### src/assert_macros.svh
// assertion helpers, compiled out for synthesis
`ifndef ASSERT_MACROS_SVH
`define ASSERT_MACROS_SVH
`ifndef SYNTHESIS
`define BPR_ASSERT(lbl, clk, rst, prop, msg) \
   lbl: assert property (@(posedge clk) disable iff (rst) prop) else $error(msg);
`define BPR_ASSERT_NEXT(lbl, clk, rst, ante, cons, msg) \
   lbl: assert property (@(posedge clk) disable iff (rst) (ante) |=> (cons)) else $error(msg);
`else
`define BPR_ASSERT(lbl, clk, rst, prop, msg)
`define BPR_ASSERT_NEXT(lbl, clk, rst, ante, cons, msg)
`endif
`endif

### src/bpr_pkg.sv
package bpr_pkg;

   // request opcodes
   localparam logic [2:0] OP_PIN        = 3'd0;
   localparam logic [2:0] OP_UNPIN      = 3'd1;
   localparam logic [2:0] OP_MARK_DIRTY = 3'd2;
   localparam logic [2:0] OP_FORCE      = 3'd3;
   localparam logic [2:0] OP_FLUSH      = 3'd4;

   // replacement policies
   localparam logic [1:0] POL_FIFO  = 2'd0;
   localparam logic [1:0] POL_LRU   = 2'd1;
   localparam logic [1:0] POL_CLOCK = 2'd2;
   localparam logic [1:0] POL_LFU   = 2'd3;

   // response status codes
   localparam logic [1:0] RS_OK         = 2'd0;
   localparam logic [1:0] RS_NOT_FOUND  = 2'd1;
   localparam logic [1:0] RS_ALL_PINNED = 2'd2;

   // flush words per request
   localparam int MAX_RESULTS = 8;
   localparam int CNT_W       = 4;

   localparam logic [7:0]  PINS_MAX = 8'hFF;
   localparam logic [15:0] USES_MAX = 16'hFFFF;
   localparam logic [31:0] CNT_MAX  = 32'hFFFF_FFFF;

   typedef enum logic [2:0] {
      S_IDLE,
      S_SCAN,
      S_DECIDE,
      S_VICTIM,
      S_ACT,
      S_DONE,
      S_FLUSH_COUNT,
      S_FLUSH_EMIT
   } state_type;

   typedef struct packed {
      logic load_req;
      logic scan_clear;
      logic scan_step;
      logic vic_init;
      logic vic_step;
      logic act;
      logic emit;
      logic emit_blank;
      logic flush_count_step;
      logic flush_emit_step;
   } cmd_type;

   typedef struct packed {
      logic req_is_flush;
      logic scan_last;
      logic need_victim;
      logic vic_done;
      logic flush_zero;
      logic flush_done;
   } stat_type;

   function automatic logic [31:0] sat_inc32(input logic [31:0] v);
      return (v == CNT_MAX) ? v : v + 32'd1;
   endfunction

endpackage

### src/bpr_controller.sv
`include "assert_macros.svh"

module bpr_controller import bpr_pkg::*; (
   input  logic     clock,
   input  logic     reset,
   input  logic     start,
   output logic     busy,
   input  stat_type stat,
   output cmd_type  cmd
);

   state_type state_ff, state_in;

   // state register
   always_ff @(posedge clock) begin
      if (reset) begin
         state_ff <= S_IDLE;
      end else begin
         state_ff <= state_in;
      end
   end

   // next state and commands
   always_comb begin
      state_in = state_ff;
      cmd      = '0;
      case (state_ff)
         S_IDLE: begin
            if (start) begin
               cmd.load_req   = 1'b1;
               cmd.scan_clear = 1'b1;
               state_in = stat.req_is_flush ? S_FLUSH_COUNT : S_SCAN;
            end
         end
         S_SCAN: begin
            cmd.scan_step = 1'b1;
            if (stat.scan_last) begin
               state_in = S_DECIDE;
            end
         end
         S_DECIDE: begin
            if (stat.need_victim) begin
               cmd.vic_init = 1'b1;
               state_in = S_VICTIM;
            end else begin
               state_in = S_ACT;
            end
         end
         S_VICTIM: begin
            cmd.vic_step = 1'b1;
            if (stat.vic_done) begin
               state_in = S_ACT;
            end
         end
         S_ACT: begin
            cmd.act  = 1'b1;
            state_in = S_DONE;
         end
         S_DONE: begin
            cmd.emit = 1'b1;
            state_in = S_IDLE;
         end
         S_FLUSH_COUNT: begin
            cmd.flush_count_step = 1'b1;
            if (stat.scan_last) begin
               state_in = S_FLUSH_EMIT;
            end
         end
         S_FLUSH_EMIT: begin
            if (stat.flush_zero) begin
               cmd.emit_blank = 1'b1;
               state_in = S_IDLE;
            end else begin
               cmd.flush_emit_step = 1'b1;
               if (stat.flush_done) begin
                  state_in = S_IDLE;
               end
            end
         end
         default: begin
            state_in = S_IDLE;
         end
      endcase
   end

   assign busy = (state_ff != S_IDLE);

   `BPR_ASSERT_NEXT(a_act_then_done, clock, reset, state_ff == S_ACT, state_ff == S_DONE, "act not followed by done")
   `BPR_ASSERT(a_cmd_onehot, clock, reset, $onehot0({cmd.scan_step, cmd.vic_step, cmd.act, cmd.emit, cmd.emit_blank, cmd.flush_count_step, cmd.flush_emit_step}), "conflicting datapath commands")

endmodule

### src/bpr_datapath.sv
`include "assert_macros.svh"

module bpr_datapath import bpr_pkg::*; #(
   parameter int NUM_FRAMES = 8,
   parameter int PAGE_BITS  = 20
) (
   input  logic                 clock,
   input  logic                 reset,
   input  cmd_type              cmd,
   output stat_type             stat,
   input  logic [2:0]           req_opcode,
   input  logic [PAGE_BITS-1:0] req_page_number,
   input  logic                 csr_valid,
   input  logic [1:0]           csr_data,
   output logic                 rsp_valid,
   output logic [1:0]           rsp_status,
   output logic [2:0]           rsp_frame,
   output logic                 rsp_hit,
   output logic                 rsp_read_page,
   output logic                 rsp_write_back,
   output logic [PAGE_BITS-1:0] rsp_write_page,
   output logic [31:0]          rsp_reads_done,
   output logic [31:0]          rsp_writes_done,
   output logic                 rsp_last
);

   localparam int IDX_W = $clog2(NUM_FRAMES);
   localparam logic [IDX_W-1:0] LAST_IDX = IDX_W'(NUM_FRAMES - 1);
   localparam logic [CNT_W-1:0] CNT_LIMIT = CNT_W'(MAX_RESULTS);

   function automatic logic [2:0] idx3(input logic [IDX_W-1:0] i);
      logic [IDX_W+2:0] w;
      w = {3'b000, i};
      return w[2:0];
   endfunction

   // request and config
   logic [2:0]           op_ff;
   logic [PAGE_BITS-1:0] pg_ff;
   logic [1:0]           policy_ff;

   // frame table
   logic [PAGE_BITS-1:0] page_ff  [NUM_FRAMES];
   logic [7:0]           pins_ff  [NUM_FRAMES];
   logic [31:0]          stamp_ff [NUM_FRAMES];
   logic [15:0]          uses_ff  [NUM_FRAMES];
   logic [NUM_FRAMES-1:0] valid_ff, dirty_ff, ref_ff;

   // hands and counters
   logic [IDX_W-1:0] fifo_hand_ff, clock_hand_ff, lfu_start_ff;
   logic [31:0]      access_ff, reads_ff, writes_ff;

   // scan trackers
   logic [IDX_W-1:0]     ix_ff, vc_ff;
   logic                 match_found_ff, empty_found_ff, unpinned_ff;
   logic [IDX_W-1:0]     match_ix_ff, empty_ix_ff;
   logic [7:0]           match_pins_ff;
   logic [15:0]          match_uses_ff;
   logic                 vic_found_ff, vic_dirty_ff;
   logic [IDX_W-1:0]     vic_ix_ff;
   logic [31:0]          vic_key_ff;
   logic [PAGE_BITS-1:0] vic_page_ff;
   logic [CNT_W-1:0]     fl_cnt_ff, fl_emit_ff;

   // response word
   logic                 rsp_valid_ff, rsp_hit_ff, rsp_read_ff, rsp_wb_ff, rsp_last_ff;
   logic [1:0]           rsp_status_ff;
   logic [2:0]           rsp_frame_ff;
   logic [PAGE_BITS-1:0] rsp_wp_ff;
   logic [31:0]          rsp_reads_ff, rsp_writes_ff;

   // response fields for the request being acted on
   logic                 rsp_hit_in, rsp_read_in, rsp_wb_in;
   logic [1:0]           rsp_status_in;
   logic [2:0]           rsp_frame_in;
   logic [PAGE_BITS-1:0] rsp_wp_in;

   // current frame at the scan index
   logic                 cur_valid, cur_dirty, cur_ref, cur_unp, cur_match, cur_qual;
   logic [PAGE_BITS-1:0] cur_page;
   logic [31:0]          cur_key, access_inc;
   logic [IDX_W-1:0]     ix_nx, vic_start, fill_ix;
   logic                 scan_all, take_first, better, do_fill, emit_ok;

   assign cur_valid = valid_ff[ix_ff];
   assign cur_dirty = dirty_ff[ix_ff];
   assign cur_ref   = ref_ff[ix_ff];
   assign cur_page  = page_ff[ix_ff];
   assign cur_unp   = (pins_ff[ix_ff] == 8'd0);
   assign cur_match = cur_valid && (cur_page == pg_ff);
   assign cur_qual  = cur_valid && cur_unp && cur_dirty;
   assign cur_key   = (policy_ff == POL_LRU) ? stamp_ff[ix_ff] : {16'd0, uses_ff[ix_ff]};
   assign ix_nx     = (ix_ff == LAST_IDX) ? '0 : ix_ff + 1'b1;
   assign access_inc = sat_inc32(access_ff);

   // victim selection terms
   assign scan_all   = (policy_ff == POL_LRU) || (policy_ff == POL_LFU);
   assign take_first = ((policy_ff == POL_FIFO) && cur_unp)
                    || ((policy_ff == POL_CLOCK) && cur_unp && !cur_ref);
   assign better     = cur_unp && (!vic_found_ff || (cur_key < vic_key_ff));
   assign emit_ok    = cur_qual && (fl_emit_ff < fl_cnt_ff);

   always_comb begin
      case (policy_ff)
         POL_FIFO:  vic_start = fifo_hand_ff;
         POL_CLOCK: vic_start = clock_hand_ff;
         POL_LFU:   vic_start = lfu_start_ff;
         default:   vic_start = '0;
      endcase
   end

   assign fill_ix = empty_found_ff ? empty_ix_ff : vic_ix_ff;
   assign do_fill = (op_ff == OP_PIN) && !match_found_ff && (empty_found_ff || unpinned_ff);

   // status to controller
   always_comb begin
      stat.req_is_flush = (req_opcode == OP_FLUSH);
      stat.scan_last    = (ix_ff == LAST_IDX);
      stat.need_victim  = (op_ff == OP_PIN) && !match_found_ff && !empty_found_ff
                       && unpinned_ff;
      stat.vic_done     = scan_all ? (vc_ff == LAST_IDX) : take_first;
      stat.flush_zero   = (fl_cnt_ff == '0);
      stat.flush_done   = emit_ok && (fl_emit_ff == fl_cnt_ff - 1'b1);
   end

   // policy register
   always_ff @(posedge clock) begin
      if (reset) begin
         policy_ff <= POL_FIFO;
      end else if (csr_valid) begin
         policy_ff <= csr_data;
      end
   end

   // request latch and page numbers
   always_ff @(posedge clock) begin
      if (cmd.load_req) begin
         op_ff <= req_opcode;
         pg_ff <= req_page_number;
      end
      if (cmd.act && do_fill) begin
         page_ff[fill_ix] <= pg_ff;
      end
   end

   // frame table control, counters and scan trackers
   always_ff @(posedge clock) begin
      if (reset) begin
         valid_ff       <= '0;
         dirty_ff       <= '0;
         ref_ff         <= '0;
         for (int i = 0; i < NUM_FRAMES; i++) begin
            pins_ff[i]  <= 8'd0;
            stamp_ff[i] <= 32'd0;
            uses_ff[i]  <= 16'd0;
         end
         fifo_hand_ff   <= '0;
         clock_hand_ff  <= '0;
         lfu_start_ff   <= '0;
         access_ff      <= 32'd0;
         reads_ff       <= 32'd0;
         writes_ff      <= 32'd0;
         ix_ff          <= '0;
         vc_ff          <= '0;
         match_found_ff <= 1'b0;
         empty_found_ff <= 1'b0;
         unpinned_ff    <= 1'b0;
         vic_found_ff   <= 1'b0;
         fl_cnt_ff      <= '0;
         fl_emit_ff     <= '0;
      end else begin
         // start of a request
         if (cmd.scan_clear) begin
            ix_ff          <= '0;
            match_found_ff <= 1'b0;
            empty_found_ff <= 1'b0;
            unpinned_ff    <= 1'b0;
            fl_cnt_ff      <= '0;
            fl_emit_ff     <= '0;
         end
         // lookup pass
         if (cmd.scan_step) begin
            if (cur_match && !match_found_ff) begin
               match_found_ff <= 1'b1;
               match_ix_ff    <= ix_ff;
               match_pins_ff  <= pins_ff[ix_ff];
               match_uses_ff  <= uses_ff[ix_ff];
            end
            if (!cur_valid && !empty_found_ff) begin
               empty_found_ff <= 1'b1;
               empty_ix_ff    <= ix_ff;
            end
            if (cur_unp) begin
               unpinned_ff <= 1'b1;
            end
            ix_ff <= ix_nx;
         end
         // victim pass
         if (cmd.vic_init) begin
            ix_ff        <= vic_start;
            vc_ff        <= '0;
            vic_found_ff <= 1'b0;
         end
         if (cmd.vic_step) begin
            if ((scan_all && better) || (!scan_all && take_first)) begin
               vic_found_ff <= 1'b1;
               vic_ix_ff    <= ix_ff;
               vic_key_ff   <= cur_key;
               vic_dirty_ff <= cur_dirty;
               vic_page_ff  <= cur_page;
            end
            if ((policy_ff == POL_CLOCK) && cur_unp && cur_ref) begin
               ref_ff[ix_ff] <= 1'b0;
            end
            ix_ff <= ix_nx;
            vc_ff <= vc_ff + 1'b1;
         end
         // flush counting pass
         if (cmd.flush_count_step) begin
            if (cur_qual && (fl_cnt_ff < CNT_LIMIT)) begin
               fl_cnt_ff <= fl_cnt_ff + 1'b1;
               writes_ff <= sat_inc32(writes_ff);
            end
            ix_ff <= ix_nx;
         end
         // flush write-out pass
         if (cmd.flush_emit_step) begin
            if (emit_ok) begin
               dirty_ff[ix_ff] <= 1'b0;
               fl_emit_ff      <= fl_emit_ff + 1'b1;
            end
            ix_ff <= ix_nx;
         end
         // table update for the request
         if (cmd.act) begin
            case (op_ff)
               OP_PIN: begin
                  if (match_found_ff) begin
                     if (match_pins_ff != PINS_MAX) begin
                        pins_ff[match_ix_ff] <= match_pins_ff + 8'd1;
                     end
                     access_ff <= access_inc;
                     if (policy_ff == POL_LRU) begin
                        stamp_ff[match_ix_ff] <= access_inc;
                     end else if (policy_ff == POL_CLOCK) begin
                        ref_ff[match_ix_ff] <= 1'b1;
                     end else if ((policy_ff == POL_LFU) && (match_uses_ff != USES_MAX)) begin
                        uses_ff[match_ix_ff] <= match_uses_ff + 16'd1;
                     end
                  end else if (do_fill) begin
                     if (!empty_found_ff) begin
                        if (vic_dirty_ff) begin
                           writes_ff <= sat_inc32(writes_ff);
                        end
                        case (policy_ff)
                           POL_FIFO:  fifo_hand_ff  <= (vic_ix_ff == LAST_IDX) ? '0 : vic_ix_ff + 1'b1;
                           POL_CLOCK: clock_hand_ff <= (vic_ix_ff == LAST_IDX) ? '0 : vic_ix_ff + 1'b1;
                           POL_LFU:   lfu_start_ff  <= (vic_ix_ff == LAST_IDX) ? '0 : vic_ix_ff + 1'b1;
                           default:   ;
                        endcase
                     end
                     access_ff          <= access_inc;
                     reads_ff           <= sat_inc32(reads_ff);
                     valid_ff[fill_ix]  <= 1'b1;
                     dirty_ff[fill_ix]  <= 1'b0;
                     pins_ff[fill_ix]   <= 8'd1;
                     uses_ff[fill_ix]   <= 16'd0;
                     stamp_ff[fill_ix]  <= access_inc;
                     ref_ff[fill_ix]    <= (policy_ff == POL_CLOCK);
                  end
               end
               OP_UNPIN: begin
                  if (match_found_ff && (match_pins_ff != 8'd0)) begin
                     pins_ff[match_ix_ff] <= match_pins_ff - 8'd1;
                  end
               end
               OP_MARK_DIRTY: begin
                  if (match_found_ff) begin
                     dirty_ff[match_ix_ff] <= 1'b1;
                  end
               end
               OP_FORCE: begin
                  if (match_found_ff) begin
                     dirty_ff[match_ix_ff] <= 1'b0;
                     writes_ff <= sat_inc32(writes_ff);
                  end
               end
               default: ;
            endcase
         end
      end
   end

   // response fields for the request
   always_comb begin
      rsp_status_in = RS_OK;
      rsp_frame_in  = 3'd0;
      rsp_hit_in    = 1'b0;
      rsp_read_in   = 1'b0;
      rsp_wb_in     = 1'b0;
      rsp_wp_in     = '0;
      case (op_ff)
         OP_PIN: begin
            if (match_found_ff) begin
               rsp_frame_in = idx3(match_ix_ff);
               rsp_hit_in   = 1'b1;
            end else if (do_fill) begin
               rsp_frame_in = idx3(fill_ix);
               rsp_read_in  = 1'b1;
               if (!empty_found_ff && vic_dirty_ff) begin
                  rsp_wb_in = 1'b1;
                  rsp_wp_in = vic_page_ff;
               end
            end else begin
               rsp_status_in = RS_ALL_PINNED;
            end
         end
         OP_UNPIN: begin
            if (match_found_ff) begin
               rsp_frame_in = idx3(match_ix_ff);
            end
         end
         OP_MARK_DIRTY: begin
            if (match_found_ff) begin
               rsp_frame_in = idx3(match_ix_ff);
            end else begin
               rsp_status_in = RS_NOT_FOUND;
            end
         end
         OP_FORCE: begin
            if (match_found_ff) begin
               rsp_frame_in = idx3(match_ix_ff);
               rsp_wb_in    = 1'b1;
               rsp_wp_in    = pg_ff;
            end
         end
         default: ;
      endcase
   end

   // response word
   always_ff @(posedge clock) begin
      if (reset) begin
         rsp_valid_ff <= 1'b0;
      end else begin
         rsp_valid_ff <= cmd.emit || cmd.emit_blank || (cmd.flush_emit_step && emit_ok);
      end
      if (cmd.act) begin
         rsp_status_ff <= rsp_status_in;
         rsp_frame_ff  <= rsp_frame_in;
         rsp_hit_ff    <= rsp_hit_in;
         rsp_read_ff   <= rsp_read_in;
         rsp_wb_ff     <= rsp_wb_in;
         rsp_wp_ff     <= rsp_wp_in;
         rsp_last_ff   <= 1'b1;
      end
      if (cmd.emit) begin
         rsp_reads_ff  <= reads_ff;
         rsp_writes_ff <= writes_ff;
      end
      if (cmd.emit_blank) begin
         rsp_status_ff <= RS_OK;
         rsp_frame_ff  <= 3'd0;
         rsp_hit_ff    <= 1'b0;
         rsp_read_ff   <= 1'b0;
         rsp_wb_ff     <= 1'b0;
         rsp_wp_ff     <= '0;
         rsp_last_ff   <= 1'b1;
         rsp_reads_ff  <= reads_ff;
         rsp_writes_ff <= writes_ff;
      end
      if (cmd.flush_emit_step && emit_ok) begin
         rsp_status_ff <= RS_OK;
         rsp_frame_ff  <= idx3(ix_ff);
         rsp_hit_ff    <= 1'b0;
         rsp_read_ff   <= 1'b0;
         rsp_wb_ff     <= 1'b1;
         rsp_wp_ff     <= cur_page;
         rsp_last_ff   <= (fl_emit_ff == fl_cnt_ff - 1'b1);
         rsp_reads_ff  <= reads_ff;
         rsp_writes_ff <= writes_ff;
      end
   end

   assign rsp_valid       = rsp_valid_ff;
   assign rsp_status      = rsp_status_ff;
   assign rsp_frame       = rsp_frame_ff;
   assign rsp_hit         = rsp_hit_ff;
   assign rsp_read_page   = rsp_read_ff;
   assign rsp_write_back  = rsp_wb_ff;
   assign rsp_write_page  = rsp_wp_ff;
   assign rsp_reads_done  = rsp_reads_ff;
   assign rsp_writes_done = rsp_writes_ff;
   assign rsp_last        = rsp_last_ff;

   `BPR_ASSERT(a_hit_no_read, clock, reset, (rsp_valid_ff && rsp_hit_ff) |-> !rsp_read_ff, "hit word also asks for a read")
   `BPR_ASSERT_NEXT(a_flush_bound, clock, reset, cmd.flush_emit_step, fl_emit_ff <= fl_cnt_ff, "flush wrote more frames than counted")

endmodule

### src/buffer_pool_page_replacement.sv
// Page buffer pool frame table with FIFO, LRU, CLOCK and LFU replacement.
// Request channel: start with req_opcode and req_page_number is taken at a
// clock edge where busy is low; busy stays high until the request is done.
// Config channel: csr_valid/csr_ready write the 2-bit policy from csr_data;
// csr_ready is always high. Write it only while the block is idle.
// Response channel: each word sits on rsp_* for one cycle with rsp_valid
// high; rsp_last marks the final word of a request. The receiver cannot
// stall, so words are never held back or dropped.
// Sequence: a lookup pass steps one frame per cycle over every frame, then
// a decide step, a victim pass for a pin that must replace a frame, an act
// step that updates the table and a done step that sends the word; the next
// request can be taken at the edge that ends that word. The victim pass
// scans every frame for LRU and LFU; FIFO stops at the first unpinned frame
// from its hand, CLOCK at the first unpinned one with its ref bit clear.
// Flush all counts the dirty unpinned frames in a pass over all frames, then
// steps one frame per cycle up to the last counted one, sending a word at each
// (up to 8) or one blank word if none, and the next request is taken at the
// edge that ends its last word. One request is in flight at a time.
// Reset: all frames empty, counters and hands zero, policy FIFO.
module buffer_pool_page_replacement import bpr_pkg::*; #(
   parameter int NUM_FRAMES = 8,
   parameter int PAGE_BITS  = 20
) (
   input  logic                 clock,
   input  logic                 reset,
   input  logic                 start,
   output logic                 busy,
   input  logic [2:0]           req_opcode,
   input  logic [PAGE_BITS-1:0] req_page_number,
   input  logic                 csr_valid,
   output logic                 csr_ready,
   input  logic [1:0]           csr_data,
   output logic                 rsp_valid,
   output logic [1:0]           rsp_status,
   output logic [2:0]           rsp_frame,
   output logic                 rsp_hit,
   output logic                 rsp_read_page,
   output logic                 rsp_write_back,
   output logic [PAGE_BITS-1:0] rsp_write_page,
   output logic [31:0]          rsp_reads_done,
   output logic [31:0]          rsp_writes_done,
   output logic                 rsp_last
);

   cmd_type  cmd;
   stat_type stat;

   // policy writes are always taken
   assign csr_ready = 1'b1;

   // sequencer
   bpr_controller u_ctrl (
      .clock (clock),
      .reset (reset),
      .start (start),
      .busy  (busy),
      .stat  (stat),
      .cmd   (cmd)
   );

   // frame table and response word
   bpr_datapath #(
      .NUM_FRAMES (NUM_FRAMES),
      .PAGE_BITS  (PAGE_BITS)
   ) u_dp (
      .clock           (clock),
      .reset           (reset),
      .cmd             (cmd),
      .stat            (stat),
      .req_opcode      (req_opcode),
      .req_page_number (req_page_number),
      .csr_valid       (csr_valid),
      .csr_data        (csr_data),
      .rsp_valid       (rsp_valid),
      .rsp_status      (rsp_status),
      .rsp_frame       (rsp_frame),
      .rsp_hit         (rsp_hit),
      .rsp_read_page   (rsp_read_page),
      .rsp_write_back  (rsp_write_back),
      .rsp_write_page  (rsp_write_page),
      .rsp_reads_done  (rsp_reads_done),
      .rsp_writes_done (rsp_writes_done),
      .rsp_last        (rsp_last)
   );

endmodule
### config.mk
export PLATFORM = sky130hd
export DESIGN_NAME = buffer_pool_page_replacement
export DESIGN_NICKNAME = d
export VERILOG_FILES = /design/src/bpr_pkg.sv /design/src/bpr_controller.sv /design/src/bpr_datapath.sv /design/src/buffer_pool_page_replacement.sv
export VERILOG_INCLUDE_DIRS = /design/src /design/src/src
export SDC_FILE = /design/constraint.sdc
export NUM_CORES = 1
export LEC_CHECK = 0
export BUFFER_PORTS_ARGS = -buffer_cell sky130_fd_sc_hd__buf_4
export CORE_MARGIN = 3
export CORE_UTILIZATION = 40
export CTS_CLUSTER_DIAMETER = 40
export DETAILED_ROUTE_END_ITERATION = 10
export GPL_TIMING_DRIVEN = 0
export SYNTH_ARGS = -nofsm -noshare
export SYNTH_HDL_FRONTEND = slang
export SYNTH_SLANG_ARGS = --single-unit
### constraint.sdc
create_clock -name clock -period 5.24 [get_ports clock]
set_input_delay 0.262 -clock clock [delete_from_list [all_inputs] [get_ports clock]]
set_output_delay 0.262 -clock clock [all_outputs]
set_load 0.01 [all_outputs]
==> implementation parameters <==
Parameter                              Value

Outcome
  Run status    finished clean

Worst setup path
  Worst path bufs/invs    6
  Worst-path cell with the longest stage delay    sky130_fd_sc_hd__buf_2
  Highest fanout seen on the critical path    26
  Largest delay share family, worst path    buffers and inverters
  Endpoint kind of the worst setup timing path    register
  Crit path DAT    5.53 ns
  Data required, critical path    5.66 ns
  Worst setup SP type    register
  Kind of critical path    reg -> reg
  Delay contributed by the slowest stage of the critical path    0.40 ns
  Series of cell instances along the critical path    clkbuf_2 -> buf_2 -> buf_4 -> clkbuf_4 -> clkbuf_4 -> mux2i_1 -> a21oi_1 -> ha_1 -> a21o_1 -> a21o_1 -> a21oi_1 -> o221ai_1 -> o211ai_1 -> o2111a_2 -> buf_12

Power and ir drop
  Power density over the cells    401.6 nW/um2
  Net switching power    4.919 mW
  Worst vdd ir    324.1 uV
  Sw Ratio    0.2438
  Combinational share of power    0.103
  Proportion of power drawn by flip-flops and latches    0.435
  Design internal power    15.26 mW
  Share of total power in the clock network    0.463
  Overall power of the completed layout    20.18 mW
  P_leak    17.19 nW

Synth
  Post-synth cell types    75
  Cell type with the highest aggregate area in the netlist    sky130_fd_sc_hd__edfxtp_1
  Count of state elements after synthesis    966
  Post-Syn Instances    3114
  Area share of the leading cell type in the synthesized netlist    0.5734
  Fraction of registers with async set or reset after synthesis    0
  Number of synthesized flops with an enable pin    805
  Synth Flop Type    sky130_fd_sc_hd__edfxtp_1
  Mean instance size in the synthesized netlist    13.54 um2
  Synthesis Warnings    0
  Cell area after synthesis    42160 um2
  Dominant cells by area after synthesis    sky130_fd_sc_hd__edfxtp_1, sky130_fd_sc_hd__mux4_2, sky130_fd_sc_hd__dfxtp_1
  Sequential area share after synthesis    0.6498
  Net count after synthesis    3198

GRT
  Initial antenna violation count    1
  Leftover overflow at the end of global routing    0
  Total routing resource utilization after global routing    0.2066
  Maximum number of pins on one net before global-route repair    65
  Vias in the first global route    27395
  Global-route wire length before repair    169600 um

Placed design
  Cell total after placement    4635
  Buffers on Ports    123
  HPWL Detailed    76500 um
  GP Congestion    0.8668

Clock tree
  Master cell of the clock root buffer    sky130_fd_sc_hd__clkbuf_16
  Number of clock sinks seen by CTS    966
  Number of CTS-inserted buffers    135
  Number of H-tree levels    4
  Clock Pin Slew Worst Setup and Hold Paths    0.06 ns
  Clk_lat worst skew    0.74 ns
  Longest Clk Path Bufs    3
  TritonCTS clock tree    yes

Die
  Height of the chip    330.7 um
  I/O Pins    125
  Site Rows    118
  Core area    104100 um2
  Total Die Area    109300 um2
  Starting Density    0.4050
  Die X    330.7 um

Timing
  Maximum clock rate    195.6 MHz
  Max Transition Viols Final    0
  Clock Skew    0.03367 ns
  Total of endpoints with negative setup slack in the final report    0
  Worst-margin pin slew    1.324 ns
  Final critical-path required period    5.112 ns
  Final clock period utilization by the worst path    0.9755
  Final number of hold-violating endpoints    0
  Min Hold Slack    0.2552 ns
  Normalized max-slew margin    0.1174

Final layout
  Synthesis-to-finish area growth    19.16%
  Final non-filler cell total    4916
  Most common library cell in the layout ignoring fill and taps    sky130_fd_sc_hd__edfxtp_1
  Number of diodes    0
  Filler cell count    9119
  Nets    3507
  Share of final-layout standard cells stronger than drive strength 1    0.1883
  Leading cell types in the layout, fill and taps excluded    sky130_fd_sc_hd__edfxtp_1, sky130_fd_sc_hd__nor2_1, sky130_fd_sc_hd__dfxtp_1, sky130_fd_sc_hd__mux4_2, sky130_fd_sc_hd__buf_4

Route
  Total vias in the final route    27102
  DRT iter0 DRCs    2598
  Routed vias/inst    5.513
  Final ANT Viol Nets    0
  First-pass iteration count of the detailed router    6
  Wirelength per Cell    22.82 um
  Residual DRC count    0
  Total wire length    112200 um

Job
  Maxcap violations    0

Min path
  Min-delay worst type    in -> reg
==> kinds of logic (layout without fill, tap and decap cells) <==
group	count (synthesis)	count (layout)	synth area share
flip-flops	966	966	0.6498
XOR/XNOR	134	134	0.02784
multiplexers	263	263	0.1100
other	1	1	0.00008895
adder cells (fa/ha/maj)	55	55	0.01650
AND/OR/NAND/NOR	1137	1137	0.1216
buffers and inverters	235	656	0.02214
AO/OA/AOI/OAI	323	324	0.05194
==> final timing paths <==
kind	slack [ns]	endpoint	startpoint	cells past startpoint
max	0.13	u_dp.vic_page_ff[13]	register	15
min	0.26	u_dp.pg_ff[7]	req_page_number[7]	2
max reg2reg	0.13	u_dp.vic_page_ff[13]	register	15
min reg2reg	0.45	u_dp.clock_hand_ff[2]	u_dp.clock_hand_ff[2]	2
==> repair_timing <==
item	in CTS	in global routing
hold buffers	28	0
pin swaps	2	1
gates resized for setup	38	9
endpoints found under the setup margin	96	61
gates cloned	1	0
endpoints found under the hold margin	28	0
setup buffers	3	1
==> layer usage <==
| layer | wire [um] | GRT usage | up-vias |
|---|---|---|---|
| met1 | 46870 | 0.2737 | 13564 |
| met4 | 3087 | 0.07031 | 2 |
| met5 | 11 | 0 | - |
| met2 | 54170 | 0.3405 | 1016 |
| li1 | - | - | 12342 |
| met3 | 8058 | 0.04135 | 178 |
==> Yosys cell counts (14+ instances only) <==
cell type and count:
sky130_fd_sc_hd__edfxtp_1 805, sky130_fd_sc_hd__nor2_1 617, sky130_fd_sc_hd__dfxtp_1 161, sky130_fd_sc_hd__mux4_2 155, sky130_fd_sc_hd__nand2_1 146, sky130_fd_sc_hd__clkbuf_1 128
sky130_fd_sc_hd__a21oi_1 104, sky130_fd_sc_hd__xnor2_1 87, sky130_fd_sc_hd__nor3_1 84, sky130_fd_sc_hd__nand3_1 79, sky130_fd_sc_hd__inv_1 66, sky130_fd_sc_hd__ha_1 54
sky130_fd_sc_hd__mux2_2 54, sky130_fd_sc_hd__mux2i_1 54, sky130_fd_sc_hd__xor2_1 47, sky130_fd_sc_hd__a21o_1 44, sky130_fd_sc_hd__nand4_1 43, sky130_fd_sc_hd__and3_1 28
sky130_fd_sc_hd__a22oi_1 25, sky130_fd_sc_hd__o21ai_0 24, sky130_fd_sc_hd__buf_2 23, sky130_fd_sc_hd__nor4_1 23, sky130_fd_sc_hd__a311oi_1 22, sky130_fd_sc_hd__and4_1 20
sky130_fd_sc_hd__and2_1 18, sky130_fd_sc_hd__nor2b_1 14
==> power groups by stage <==
stage	combinational (mW)	clock, mW	sequential [mW]
3_3_place_gp	2.02	0	8.93
3_5_place_dp	2.06	0	8.93
5_1_grt	2.23	9.83	8.80
4_1_cts	2.09	9.50	8.77
6_report	2.07	9.33	8.77
2_1_floorplan	1.40	0	8.87
==> worst register-to-register path, cell delays in order, from the launching register on <==
cell and delay [ns]:
sky130_fd_sc_hd__dfxtp_1 0.36, sky130_fd_sc_hd__clkbuf_2 0.35, sky130_fd_sc_hd__buf_2 0.41, sky130_fd_sc_hd__buf_4 0.32, sky130_fd_sc_hd__clkbuf_4 0.33, sky130_fd_sc_hd__clkbuf_4 0.36
sky130_fd_sc_hd__mux2i_1 0.40, sky130_fd_sc_hd__a21oi_1 0.15, sky130_fd_sc_hd__ha_1 0.34, sky130_fd_sc_hd__a21o_1 0.16, sky130_fd_sc_hd__a21o_1 0.17, sky130_fd_sc_hd__a21oi_1 0.20
sky130_fd_sc_hd__o221ai_1 0.28, sky130_fd_sc_hd__o211ai_1 0.37, sky130_fd_sc_hd__o2111a_2 0.33, sky130_fd_sc_hd__buf_12 0.23
==> metrics by stage <==
step	TNS [ns]	instance area (um2)	worst slack, ns	util
after floorplan	0	42170	0.1599	-
after global placement	-437.12	44820	-2.660	0.4306
after detailed placement	-130.97	45150	-2.380	0.4338
after CTS	0	50210	0.06436	0.4824
after global routing	-0.01342	50240	-0.005097	0.4826
final	0	50240	0.1282	0.4826
==> sequential cells by signal, summed over array words and instances, names as in the netlist, 16 cells and up, named ones only <==
register / flops
u_dp.access_ff: 32
u_dp.match_uses_ff: 16
u_dp.stamp_ff: 256
u_dp.uses_ff: 128
u_dp.pg_ff: 20
u_dp.pins_ff: 64
u_dp.writes_ff: 32
u_dp.vic_key_ff: 32
u_dp.page_ff: 160
u_dp.rsp_reads_done: 32
u_dp.rsp_write_page: 20
u_dp.vic_page_ff: 20
u_dp.reads_ff: 32
u_dp.rsp_writes_done: 32
==> final cells by class <==
cell class,instances,area (um2),share of cell area
Sequential cell,966,27400,0.5453
Buffer,166,753.2,0.01499
Clock buffer,162,3595,0.07155
Multi-Input combinational cell,1914,13920,0.2772
Timing Repair Buffer,174,1524,0.03034
Inverter,66,247.7,0.004931
Clock inverter,88,1071,0.02132
Tap cell,1380,1727,0.03437
Power figures use the tool's default switching activity.
